--- config.mk ---
export PLATFORM = sky130hd
export DESIGN_NAME = matrix_multiply_accumulate
export DESIGN_NICKNAME = d
export VERILOG_FILES = /design/src/hdl/mma_pkg.sv /design/src/hdl/mma_ctrl.sv /design/src/hdl/mma_datapath.sv /design/src/hdl/matrix_multiply_accumulate.sv
export SDC_FILE = /design/constraint.sdc
export NUM_CORES = 2
export LEC_CHECK = 0
export BUFFER_PORTS_ARGS = -buffer_cell sky130_fd_sc_hd__buf_2
export CAP_MARGIN = 5
export CORE_ASPECT_RATIO = 0.75
export CORE_MARGIN = 3
export CORE_UTILIZATION = 63
export DETAILED_ROUTE_END_ITERATION = 16
export PLACE_DENSITY = 0.78
export SYNTH_ARGS = -nofsm -noshare
export SYNTH_HDL_FRONTEND = slang
export SYNTH_SLANG_ARGS = --single-unit
--- constraint.sdc ---
create_clock -name aclk -period 7.6 [get_ports aclk]
set_input_delay 0.38 -clock aclk [delete_from_list [all_inputs] [get_ports aclk]]
set_output_delay 0.38 -clock aclk [all_outputs]
set_load 0.02 [all_outputs]
--- src/hdl/mma_pkg.sv ---
// Shared types and constants for the matrix multiply-accumulate block.
// Depends on nothing; every other file in hdl/ imports it.
`timescale 1ns / 1ps

package mma_pkg;

    // Field widths fixed by the interface
    localparam int DIM_W      = 4;   // dimension registers
    localparam int IDX_W      = 3;   // row / column indexes
    localparam int AB_W       = 16;  // A and B elements, Q8.8
    localparam int C_W        = 32;  // C elements, Q16.16
    localparam int PROD_W     = 2 * AB_W;
    localparam int ACC_W      = 36;  // exact sum of 8 products plus a stored C
    localparam int CFG_IDX_W  = 2;
    localparam int CFG_DATA_W = 4;

    localparam int DEFAULT_MAX_DIM = 8;
    localparam logic [DIM_W-1:0] DIM_RESET = 4'd8;

    typedef enum logic [1:0] {
        CMD_LOAD_A = 2'd0,
        CMD_LOAD_B = 2'd1,
        CMD_LOAD_C = 2'd2,
        CMD_START  = 2'd3
    } cmd_t;

    typedef enum logic [CFG_IDX_W-1:0] {
        CFG_ROWS_A     = 2'd0,
        CFG_INNER_DIM  = 2'd1,
        CFG_COLS_B     = 2'd2,
        CFG_ACCUM_MODE = 2'd3
    } cfg_reg_t;

    typedef enum logic [1:0] {
        ST_IDLE,
        ST_ISSUE,
        ST_DRAIN
    } state_t;

    // Controller to datapath
    typedef struct packed {
        logic             load_en;   // write the accepted load word
        cmd_t             load_sel;  // which store it goes to
        logic             issue;     // read one A/B pair
        logic             first;     // first pair of an element, also read C
        logic             emit;      // present the result and write it back
        logic             last;      // result is the final one of the run
        logic             acc_mode;
        logic [IDX_W-1:0] row_idx;
        logic [IDX_W-1:0] col_idx;
        logic [IDX_W-1:0] inner_idx;
    } mma_cmd_t;

    // Datapath to controller
    typedef struct packed {
        logic pipe_busy;  // products still in flight
        logic out_free;   // output register can take a word this cycle
    } mma_status_t;

endpackage

--- src/hdl/mma_ctrl.sv ---
// Controller for the matrix multiply-accumulate block: configuration
// registers, element/inner counters and the sequencing state machine. Uses mma_pkg.
`timescale 1ns / 1ps

module mma_ctrl
    import mma_pkg::*;
#(
    parameter int MAX_DIM = DEFAULT_MAX_DIM
) (
    input  logic                  aclk,
    input  logic                  aresetn,
    // input channel handshake
    input  logic                  s_valid,
    output logic                  s_ready,
    input  logic [1:0]            s_cmd,
    // configuration write channel
    input  logic                  cfg_valid,
    output logic                  cfg_ready,
    input  logic [CFG_IDX_W-1:0]  cfg_index,
    input  logic [CFG_DATA_W-1:0] cfg_data,
    // datapath link
    output mma_cmd_t              dp_cmd,
    input  mma_status_t           dp_status
);

    localparam logic [DIM_W-1:0] MAX_D = DIM_W'(MAX_DIM);

    state_t state_reg, state_next;

    logic [DIM_W-1:0] rows_a_reg, inner_dim_reg, cols_b_reg;
    logic             accum_mode_reg;

    logic [IDX_W-1:0] r_reg, r_next;
    logic [IDX_W-1:0] c_reg, c_next;
    logic [IDX_W-1:0] m_reg, m_next;

    logic [DIM_W-1:0] nr, nm, nc;
    logic             dims_zero;
    logic             in_accept;
    logic             start_go;
    logic             last_inner, last_col, last_row;
    logic             emit_now;

    function automatic logic [DIM_W-1:0] clamp_dim(input logic [DIM_W-1:0] d);
        clamp_dim = (d > MAX_D) ? MAX_D : d;
    endfunction

    // Effective dimensions
    assign nr        = clamp_dim(rows_a_reg);
    assign nm        = clamp_dim(inner_dim_reg);
    assign nc        = clamp_dim(cols_b_reg);
    assign dims_zero = (nr == '0) || (nm == '0) || (nc == '0);

    assign in_accept  = s_valid && s_ready;
    assign start_go   = in_accept && (cmd_t'(s_cmd) == CMD_START) && !dims_zero;
    assign last_inner = ({1'b0, m_reg} == nm - 1'b1);
    assign last_col   = ({1'b0, c_reg} == nc - 1'b1);
    assign last_row   = ({1'b0, r_reg} == nr - 1'b1);
    assign emit_now   = (state_reg == ST_DRAIN) && !dp_status.pipe_busy &&
                        dp_status.out_free;

    // Next state
    always_comb begin
        state_next = state_reg;
        unique case (state_reg)
            ST_IDLE: begin
                if (start_go) begin
                    state_next = ST_ISSUE;
                end
            end
            ST_ISSUE: begin
                if (last_inner) begin
                    state_next = ST_DRAIN;
                end
            end
            ST_DRAIN: begin
                if (emit_now) begin
                    state_next = (last_row && last_col) ? ST_IDLE : ST_ISSUE;
                end
            end
            default: state_next = ST_IDLE;
        endcase
    end

    // Outputs and counter updates
    always_comb begin
        s_ready   = (state_reg == ST_IDLE);
        cfg_ready = 1'b1;
        r_next    = r_reg;
        c_next    = c_reg;
        m_next    = m_reg;

        dp_cmd           = '0;
        dp_cmd.load_sel  = cmd_t'(s_cmd);
        dp_cmd.acc_mode  = accum_mode_reg;
        dp_cmd.row_idx   = r_reg;
        dp_cmd.col_idx   = c_reg;
        dp_cmd.inner_idx = m_reg;
        dp_cmd.last      = last_row && last_col;

        unique case (state_reg)
            ST_IDLE: begin
                dp_cmd.load_en = in_accept && (cmd_t'(s_cmd) != CMD_START);
                if (start_go) begin
                    r_next = '0;
                    c_next = '0;
                    m_next = '0;
                end
            end
            ST_ISSUE: begin
                dp_cmd.issue = 1'b1;
                dp_cmd.first = (m_reg == '0);
                m_next       = last_inner ? '0 : m_reg + 1'b1;
            end
            ST_DRAIN: begin
                dp_cmd.emit = emit_now;
                if (emit_now) begin
                    if (last_col) begin
                        c_next = '0;
                        r_next = r_reg + 1'b1;
                    end else begin
                        c_next = c_reg + 1'b1;
                    end
                end
            end
            default: ;
        endcase
    end

    // State and counters
    always_ff @(posedge aclk) begin
        if (!aresetn) begin
            state_reg <= ST_IDLE;
            r_reg     <= '0;
            c_reg     <= '0;
            m_reg     <= '0;
        end else begin
            state_reg <= state_next;
            r_reg     <= r_next;
            c_reg     <= c_next;
            m_reg     <= m_next;
        end
    end

    // Configuration registers
    always_ff @(posedge aclk) begin
        if (!aresetn) begin
            rows_a_reg     <= DIM_RESET;
            inner_dim_reg  <= DIM_RESET;
            cols_b_reg     <= DIM_RESET;
            accum_mode_reg <= 1'b0;
        end else if (cfg_valid && cfg_ready) begin
            unique case (cfg_reg_t'(cfg_index))
                CFG_ROWS_A:     rows_a_reg     <= cfg_data;
                CFG_INNER_DIM:  inner_dim_reg  <= cfg_data;
                CFG_COLS_B:     cols_b_reg     <= cfg_data;
                CFG_ACCUM_MODE: accum_mode_reg <= cfg_data[0];
                default: ;
            endcase
        end
    end

endmodule

--- src/hdl/mma_datapath.sv ---
// Datapath of the matrix multiply-accumulate block: A, B and C stores,
// multiply pipeline, accumulator, saturation and the output register. Uses mma_pkg.
`timescale 1ns / 1ps

module mma_datapath
    import mma_pkg::*;
#(
    parameter int MAX_DIM = DEFAULT_MAX_DIM
) (
    input  logic                     aclk,
    input  logic                     aresetn,
    input  mma_cmd_t                 dp_cmd,
    output mma_status_t              dp_status,
    // load word payload
    input  logic [IDX_W-1:0]         s_row,
    input  logic [IDX_W-1:0]         s_col,
    input  logic signed [AB_W-1:0]   s_ab_value,
    input  logic signed [C_W-1:0]    s_c_value,
    // result channel
    output logic                     m_valid,
    input  logic                     m_ready,
    output logic [IDX_W-1:0]         m_out_row,
    output logic [IDX_W-1:0]         m_out_col,
    output logic signed [C_W-1:0]    m_out_value,
    output logic                     m_last
);

    localparam int DEPTH = MAX_DIM * MAX_DIM;
    localparam int AW    = (DEPTH > 1) ? $clog2(DEPTH) : 1;

    logic signed [AB_W-1:0] a_mem [DEPTH];
    logic signed [AB_W-1:0] b_mem [DEPTH];
    logic signed [C_W-1:0]  c_mem [DEPTH];

    logic signed [AB_W-1:0]   a_q_reg, b_q_reg;
    logic signed [C_W-1:0]    c_q_reg;
    logic signed [PROD_W-1:0] prod_reg;
    logic signed [ACC_W-1:0]  acc_reg, acc_next, acc_base;
    logic                     v1_reg, v2_reg, f1_reg, f2_reg;

    logic                     out_valid_reg;
    logic [IDX_W-1:0]         out_row_reg, out_col_reg;
    logic signed [C_W-1:0]    out_value_reg;
    logic                     out_last_reg;

    logic                     load_in_range;
    logic [AW-1:0]            load_addr, a_addr, b_addr, c_addr, c_wr_addr;
    logic                     c_we;
    logic signed [C_W-1:0]    c_wr_data;
    logic signed [C_W-1:0]    sat_value;
    logic                     sat_hi, sat_lo;

    function automatic logic [AW-1:0] flat(input logic [IDX_W-1:0] r,
                                           input logic [IDX_W-1:0] c);
        flat = AW'(int'(r) * MAX_DIM + int'(c));
    endfunction

    // Addresses
    assign load_in_range = (int'(s_row) < MAX_DIM) && (int'(s_col) < MAX_DIM);
    assign load_addr     = flat(s_row, s_col);
    assign a_addr        = flat(dp_cmd.row_idx, dp_cmd.inner_idx);
    assign b_addr        = flat(dp_cmd.inner_idx, dp_cmd.col_idx);
    assign c_addr        = flat(dp_cmd.row_idx, dp_cmd.col_idx);

    // C store write port is shared by loads and result write-back
    assign c_we      = dp_cmd.emit ||
                       (dp_cmd.load_en && load_in_range && dp_cmd.load_sel == CMD_LOAD_C);
    assign c_wr_addr = dp_cmd.emit ? c_addr : load_addr;
    assign c_wr_data = dp_cmd.emit ? sat_value : s_c_value;

    // A store
    always_ff @(posedge aclk) begin
        if (dp_cmd.load_en && load_in_range && dp_cmd.load_sel == CMD_LOAD_A) begin
            a_mem[load_addr] <= s_ab_value;
        end
        if (dp_cmd.issue) begin
            a_q_reg <= a_mem[a_addr];
        end
    end

    // B store
    always_ff @(posedge aclk) begin
        if (dp_cmd.load_en && load_in_range && dp_cmd.load_sel == CMD_LOAD_B) begin
            b_mem[load_addr] <= s_ab_value;
        end
        if (dp_cmd.issue) begin
            b_q_reg <= b_mem[b_addr];
        end
    end

    // C store: read once per element, written on load or write-back
    always_ff @(posedge aclk) begin
        if (c_we) begin
            c_mem[c_wr_addr] <= c_wr_data;
        end
        if (dp_cmd.issue && dp_cmd.first) begin
            c_q_reg <= c_mem[c_addr];
        end
    end

    // Multiply stage
    always_ff @(posedge aclk) begin
        prod_reg <= a_q_reg * b_q_reg;
    end

    // Accumulate: first product starts from stored C or zero
    assign acc_base = dp_cmd.acc_mode ?
                      {{(ACC_W-C_W){c_q_reg[C_W-1]}}, c_q_reg} : '0;
    assign acc_next = (f2_reg ? acc_base : acc_reg) +
                      {{(ACC_W-PROD_W){prod_reg[PROD_W-1]}}, prod_reg};

    always_ff @(posedge aclk) begin
        if (v2_reg) begin
            acc_reg <= acc_next;
        end
    end

    // Pipeline valid and first-pair tags
    always_ff @(posedge aclk) begin
        if (!aresetn) begin
            v1_reg <= 1'b0;
            v2_reg <= 1'b0;
            f1_reg <= 1'b0;
            f2_reg <= 1'b0;
        end else begin
            v1_reg <= dp_cmd.issue;
            v2_reg <= v1_reg;
            f1_reg <= dp_cmd.issue && dp_cmd.first;
            f2_reg <= f1_reg;
        end
    end

    // Clamp to signed 32 bits
    assign sat_hi    = !acc_reg[ACC_W-1] && (|acc_reg[ACC_W-2:C_W-1]);
    assign sat_lo    = acc_reg[ACC_W-1] && !(&acc_reg[ACC_W-2:C_W-1]);
    assign sat_value = sat_hi ? {1'b0, {(C_W-1){1'b1}}} :
                       sat_lo ? {1'b1, {(C_W-1){1'b0}}} :
                       acc_reg[C_W-1:0];

    // Output register
    always_ff @(posedge aclk) begin
        if (!aresetn) begin
            out_valid_reg <= 1'b0;
        end else if (dp_cmd.emit) begin
            out_valid_reg <= 1'b1;
        end else if (m_ready) begin
            out_valid_reg <= 1'b0;
        end
    end

    always_ff @(posedge aclk) begin
        if (dp_cmd.emit) begin
            out_row_reg   <= dp_cmd.row_idx;
            out_col_reg   <= dp_cmd.col_idx;
            out_value_reg <= sat_value;
            out_last_reg  <= dp_cmd.last;
        end
    end

    assign dp_status.pipe_busy = v1_reg || v2_reg;
    assign dp_status.out_free  = !out_valid_reg || m_ready;

    assign m_valid     = out_valid_reg;
    assign m_out_row   = out_row_reg;
    assign m_out_col   = out_col_reg;
    assign m_out_value = out_value_reg;
    assign m_last      = out_last_reg;

endmodule

--- src/hdl/matrix_multiply_accumulate.sv ---
// Top level of the matrix multiply-accumulate block: joins controller and datapath.
// Depends on mma_pkg, mma_ctrl and mma_datapath.
`timescale 1ns / 1ps

// Computes C = A x B (or C += A x B with accumulate_mode set) on matrices of up to
// MAX_DIM x MAX_DIM. A load word (cmd 0, 1, 2) writes one element of A, B or C and
// is taken while the block is idle; loads outside the array are dropped. A start
// word streams every C element out in row-major order with m_last on the final one
// and writes each result back into the C store. One shared multiplier with a single
// read port per store sets the rate: each element issues inner_dim multiplies, then
// drains the read, multiply and accumulate registers and emits its result before the
// next element starts, so a start holds the input channel until the last result is
// emitted, longer if the result channel stalls. A start with any zero dimension emits
// nothing. Stores power up undefined; read only what was loaded. Configuration is to
// be written by the user only while the block is idle; the block does not enforce it.

module matrix_multiply_accumulate
    import mma_pkg::*;
#(
    parameter int MAX_DIM = DEFAULT_MAX_DIM
) (
    input  logic                   aclk,
    input  logic                   aresetn,
    // configuration write channel
    input  logic                   cfg_valid,
    output logic                   cfg_ready,
    input  logic [CFG_IDX_W-1:0]   cfg_index,
    input  logic [CFG_DATA_W-1:0]  cfg_data,
    // input words
    input  logic                   s_valid,
    output logic                   s_ready,
    input  logic [1:0]             s_cmd,
    input  logic [IDX_W-1:0]       s_row,
    input  logic [IDX_W-1:0]       s_col,
    input  logic signed [AB_W-1:0] s_ab_value,
    input  logic signed [C_W-1:0]  s_c_value,
    // result words
    output logic                   m_valid,
    input  logic                   m_ready,
    output logic [IDX_W-1:0]       m_out_row,
    output logic [IDX_W-1:0]       m_out_col,
    output logic signed [C_W-1:0]  m_out_value,
    output logic                   m_last
);

    mma_cmd_t    dp_cmd;
    mma_status_t dp_status;

    mma_ctrl #(
        .MAX_DIM (MAX_DIM)
    ) u_ctrl (
        .aclk      (aclk),
        .aresetn   (aresetn),
        .s_valid   (s_valid),
        .s_ready   (s_ready),
        .s_cmd     (s_cmd),
        .cfg_valid (cfg_valid),
        .cfg_ready (cfg_ready),
        .cfg_index (cfg_index),
        .cfg_data  (cfg_data),
        .dp_cmd    (dp_cmd),
        .dp_status (dp_status)
    );

    mma_datapath #(
        .MAX_DIM (MAX_DIM)
    ) u_datapath (
        .aclk        (aclk),
        .aresetn     (aresetn),
        .dp_cmd      (dp_cmd),
        .dp_status   (dp_status),
        .s_row       (s_row),
        .s_col       (s_col),
        .s_ab_value  (s_ab_value),
        .s_c_value   (s_c_value),
        .m_valid     (m_valid),
        .m_ready     (m_ready),
        .m_out_row   (m_out_row),
        .m_out_col   (m_out_col),
        .m_out_value (m_out_value),
        .m_last      (m_last)
    );

endmodule

==> results.sh <==
export IMPL_tns_ps=0
export IMPL_clockBufferDepth=4
export IMPL_largest_register_ffs=2048
export IMPL_crit_fanout=16
export IMPL_synth_async_reset_ratio=0
export IMPL_ant_nets=0
export IMPL_r2r_start="u_datapath.b_q_reg[1]"
export IMPL_min_to="u_datapath.c_mem[25][18]"
export IMPL_synth_area_top_cells="edfxtp_1 73%, mux4_2 17%, fa_1 3.0%"
export IMPL_path_clk_slew_ps=70
export IMPL_critical_path_cell_chain="nand2_1 > inv_1 > fa_1 > fa_1 > fa_1 > fa_1 > fa_1 > inv_1 > fa_1 > inv_1 > ha_1 > nor4_1 > nor2_1 > a32oi_1 > o211ai_1 > a31o_2 > a21oi_1 > xnor2_1"
export IMPL_outcome="complete, no violations"
export IMPL_totalWireLength_um=470000
export IMPL_synth_nets=8413
export IMPL_cts_tree="built"
export IMPL_worstPathRequired_ps=8350
export IMPL_slew_headroom=0.0651
export IMPL_min_from="s_c_value[18]"
export IMPL_crit_path_end_kind="flop"
export IMPL_ys_warn_count=0
export IMPL_yosys_area_top_type_share=0.727
export IMPL_antenna_found_initial=42
export IMPL_gp_congestion=0.875
export IMPL_die_h_um=462
export IMPL_cts_sink_count=4296
export IMPL_hold_class="in2reg"
export IMPL_htree_levels=5
export IMPL_dp_cells=11643
export IMPL_finClkSkew_ps=85.7
export IMPL_core_area_sq_um=275000
export IMPL_syn_avg_cell_area_sq_um=22.0
export IMPL_initial_core_util=0.637
export IMPL_grt_pass1_wl_um=671000
export IMPL_drv_slew=0
export IMPL_r2r_end="u_datapath.prod_reg[31]"
export IMPL_syn_inst=7957
export IMPL_grt_usage=0.334
export IMPL_fin_crit_ps=6620
export IMPL_ir_worst_vdd_v=0.00157
export IMPL_synth_cell_types=62
export IMPL_synth_edf_count=4235
export IMPL_final_common_cell="edfxtp_1"
export IMPL_first_pass_iters=6
export IMPL_worst_slew_pin_transition_ps=1400
export IMPL_nets=8827
export IMPL_total_power_w=0.0697
export IMPL_hpwl_um=259000
export IMPL_largest_register="u_datapath.c_mem"
export IMPL_wl_per_cell_um=37.9
export IMPL_crit_path_start_kind="flop"
export IMPL_cts_repair_resized=0
export IMPL_synth_ff_type="edfxtp_1"
export IMPL_p_per_area_nw_per_um2=359
export IMPL_cts_setup_buffers=0
export IMPL_viasPerCell=7.16
export IMPL_drive_gt1_frac=0.277
export IMPL_criticalPathCategory="reg2reg"
export IMPL_hold_buffers=26
export IMPL_maxCapViolCount=0
export IMPL_ioPinCount=109
export IMPL_r2r_setup_slack_ps=980
export IMPL_yosysTopAreaCell="edfxtp_1"
export IMPL_fp_row_count=166
export IMPL_finalNonFillerCells=12406
export IMPL_yosysSeqAreaShare=0.734
export IMPL_root_buffer="clkbuf_16"
export IMPL_drc_errors=0
export IMPL_post_route_period_util=0.871
export IMPL_leakage_nw=60.7
export IMPL_die_area_sq_um=284000
export IMPL_overflow=0
export IMPL_rsz0062_at_grt="no"
export IMPL_drt_first_iter_violations=14603
export IMPL_hold_violations=0
export IMPL_synth_area_sq_um=175000
export IMPL_r2r_cells=18
export IMPL_numCtsBuffers=389
export IMPL_hold_depth=2
export IMPL_setup_viol=0
export IMPL_cpMostUsedCell="fa_1"
export IMPL_ys_ff_latch=4296
export IMPL_die_width_um=615
export IMPL_clkLatencyLatePin_ps=940
export IMPL_slowest_delay_ps=930
export IMPL_reg_largest_list="u_datapath.c_mem: 2048 flops, u_datapath.a_mem: 1024 flops, u_datapath.b_mem: 1024 flops"
export IMPL_portBuffers=107
export IMPL_worstPathArrival_ps=7370
export IMPL_vias=88861
export IMPL_fmax_mhz=151
export IMPL_grt_pass1_vias=89052
export IMPL_grt_max_degree=145
export IMPL_final_cell_mix="4235 x edfxtp_1, 1325 x mux4_2, 396 x clkbuf_16, 334 x inv_1, 266 x buf_4"
export IMPL_slowest_stage="fa_1"
export IMPL_area_growth_pct=11.0
[synth_stat cells, drive strengths merged (8+ instances only)]
cell	number
nand2b	23
and2	141
nor2b	24
a21o	17
clkbuf	224
o21a	38
mux4	1325
edfxtp	4235
nand3	29
dfxtp	61
a21oi	48
xor2	22
nor3	17
a21boi	8
nand3b	8
a31oi	14
nor2	260
fa	263
mux2	45
ha	126
mux2i	33
nand4	8
inv	337
nand2	231
buf	159
o21ai	98
o21bai	10
a211oi	22
xnor2	57
[final cells by class]
cell class | instances | area, sq um
inverter | 337 | 1270
clock inverter | 211 | 2090
multi-input combinational | 2941 | 44300
sequential | 4296 | 128000
clock buffer | 483 | 10200
antenna | 36 | 90.1
tap | 3696 | 4620
timing repair buffer | 406 | 3170
fill | 15209 | 80400
[routing by layer]
layer  part of all wire  up-vias  global-route usage
li1                   -    33483                   -
met3               0.14     1093              0.0952
met4              0.042       14               0.124
met5            0.00020        -                   0
met2               0.46     7825               0.492
met1               0.36    46446               0.489
[through the flow]
step / utilization / area (sq um) / hold slack, ps / setup WS [ps]
final: 0.707 / 194000 / 104 / 978
after global routing: 0.707 / 194000 / 107 / 635
after detailed placement: 0.661 / 181000 / 424 / 985
after floorplan: - / 175000 / 403 / 1650
after CTS: 0.706 / 194000 / 282 / 1000
after global placement: 0.661 / 181000 / 439 / 1150
[how the worst max path moves through the flow]
| stage | start | endpoint | slack [ps] | cells after the start |
|---|---|---|---|---|
| finish | u_datapath.b_q_reg[1] | u_datapath.prod_reg[31] | 980 | 18 |
| global route | u_datapath.b_q_reg[1] | u_datapath.prod_reg[31] | 640 | 18 |
| CTS | u_datapath.b_q_reg[1] | u_datapath.prod_reg[31] | 1000 | 18 |
| detailed placement | u_datapath.b_q_reg[1] | u_datapath.prod_reg[31] | 980 | 18 |
| global placement | u_datapath.b_q_reg[1] | u_datapath.prod_reg[31] | 1150 | 18 |
| floorplan | u_datapath.a_q_reg[15] | u_datapath.prod_reg[31] | 1650 | 20 |
[cells by family (layout without fill, tap and decap cells)]
family / after synthesis / after routing / synth area share
and+or+nand+nor: 773 / 773 / 0.0205
AOI/OAI and AO/OA: 296 / 296 / 0.0107
muxes: 1403 / 1403 / 0.175
adders and majority gates: 389 / 389 / 0.0391
buffers and inverters: 720 / 1437 / 0.0166
xor gates and xnor gates: 79 / 79 / 0.00395
other: 1 / 37 / 0.0000214
DFF: 4296 / 4296 / 0.734
[where the power goes]
part | internal (W) | leakage (nW) | switching [W]
combinational | 0.00982 | 16.1 | 0.0131
sequential | 0.0270 | 38.6 | 0.000276
clock | 0.0109 | 6.00 | 0.00864
total | 0.0477 | 60.7 | 0.0220
[worst max-delay path: cells and delay by family (launching register included)]
| kind | cells | cell delay (ps) |
|---|---|---|
| compound gates | 4 | 810 |
| flops | 1 | 750 |
| fa+ha+maj | 7 | 3910 |
| xor+xnor | 1 | 90 |
| buf+inv | 3 | 270 |
| simple gates | 3 | 690 |
Power figures use the tool's default switching activity.
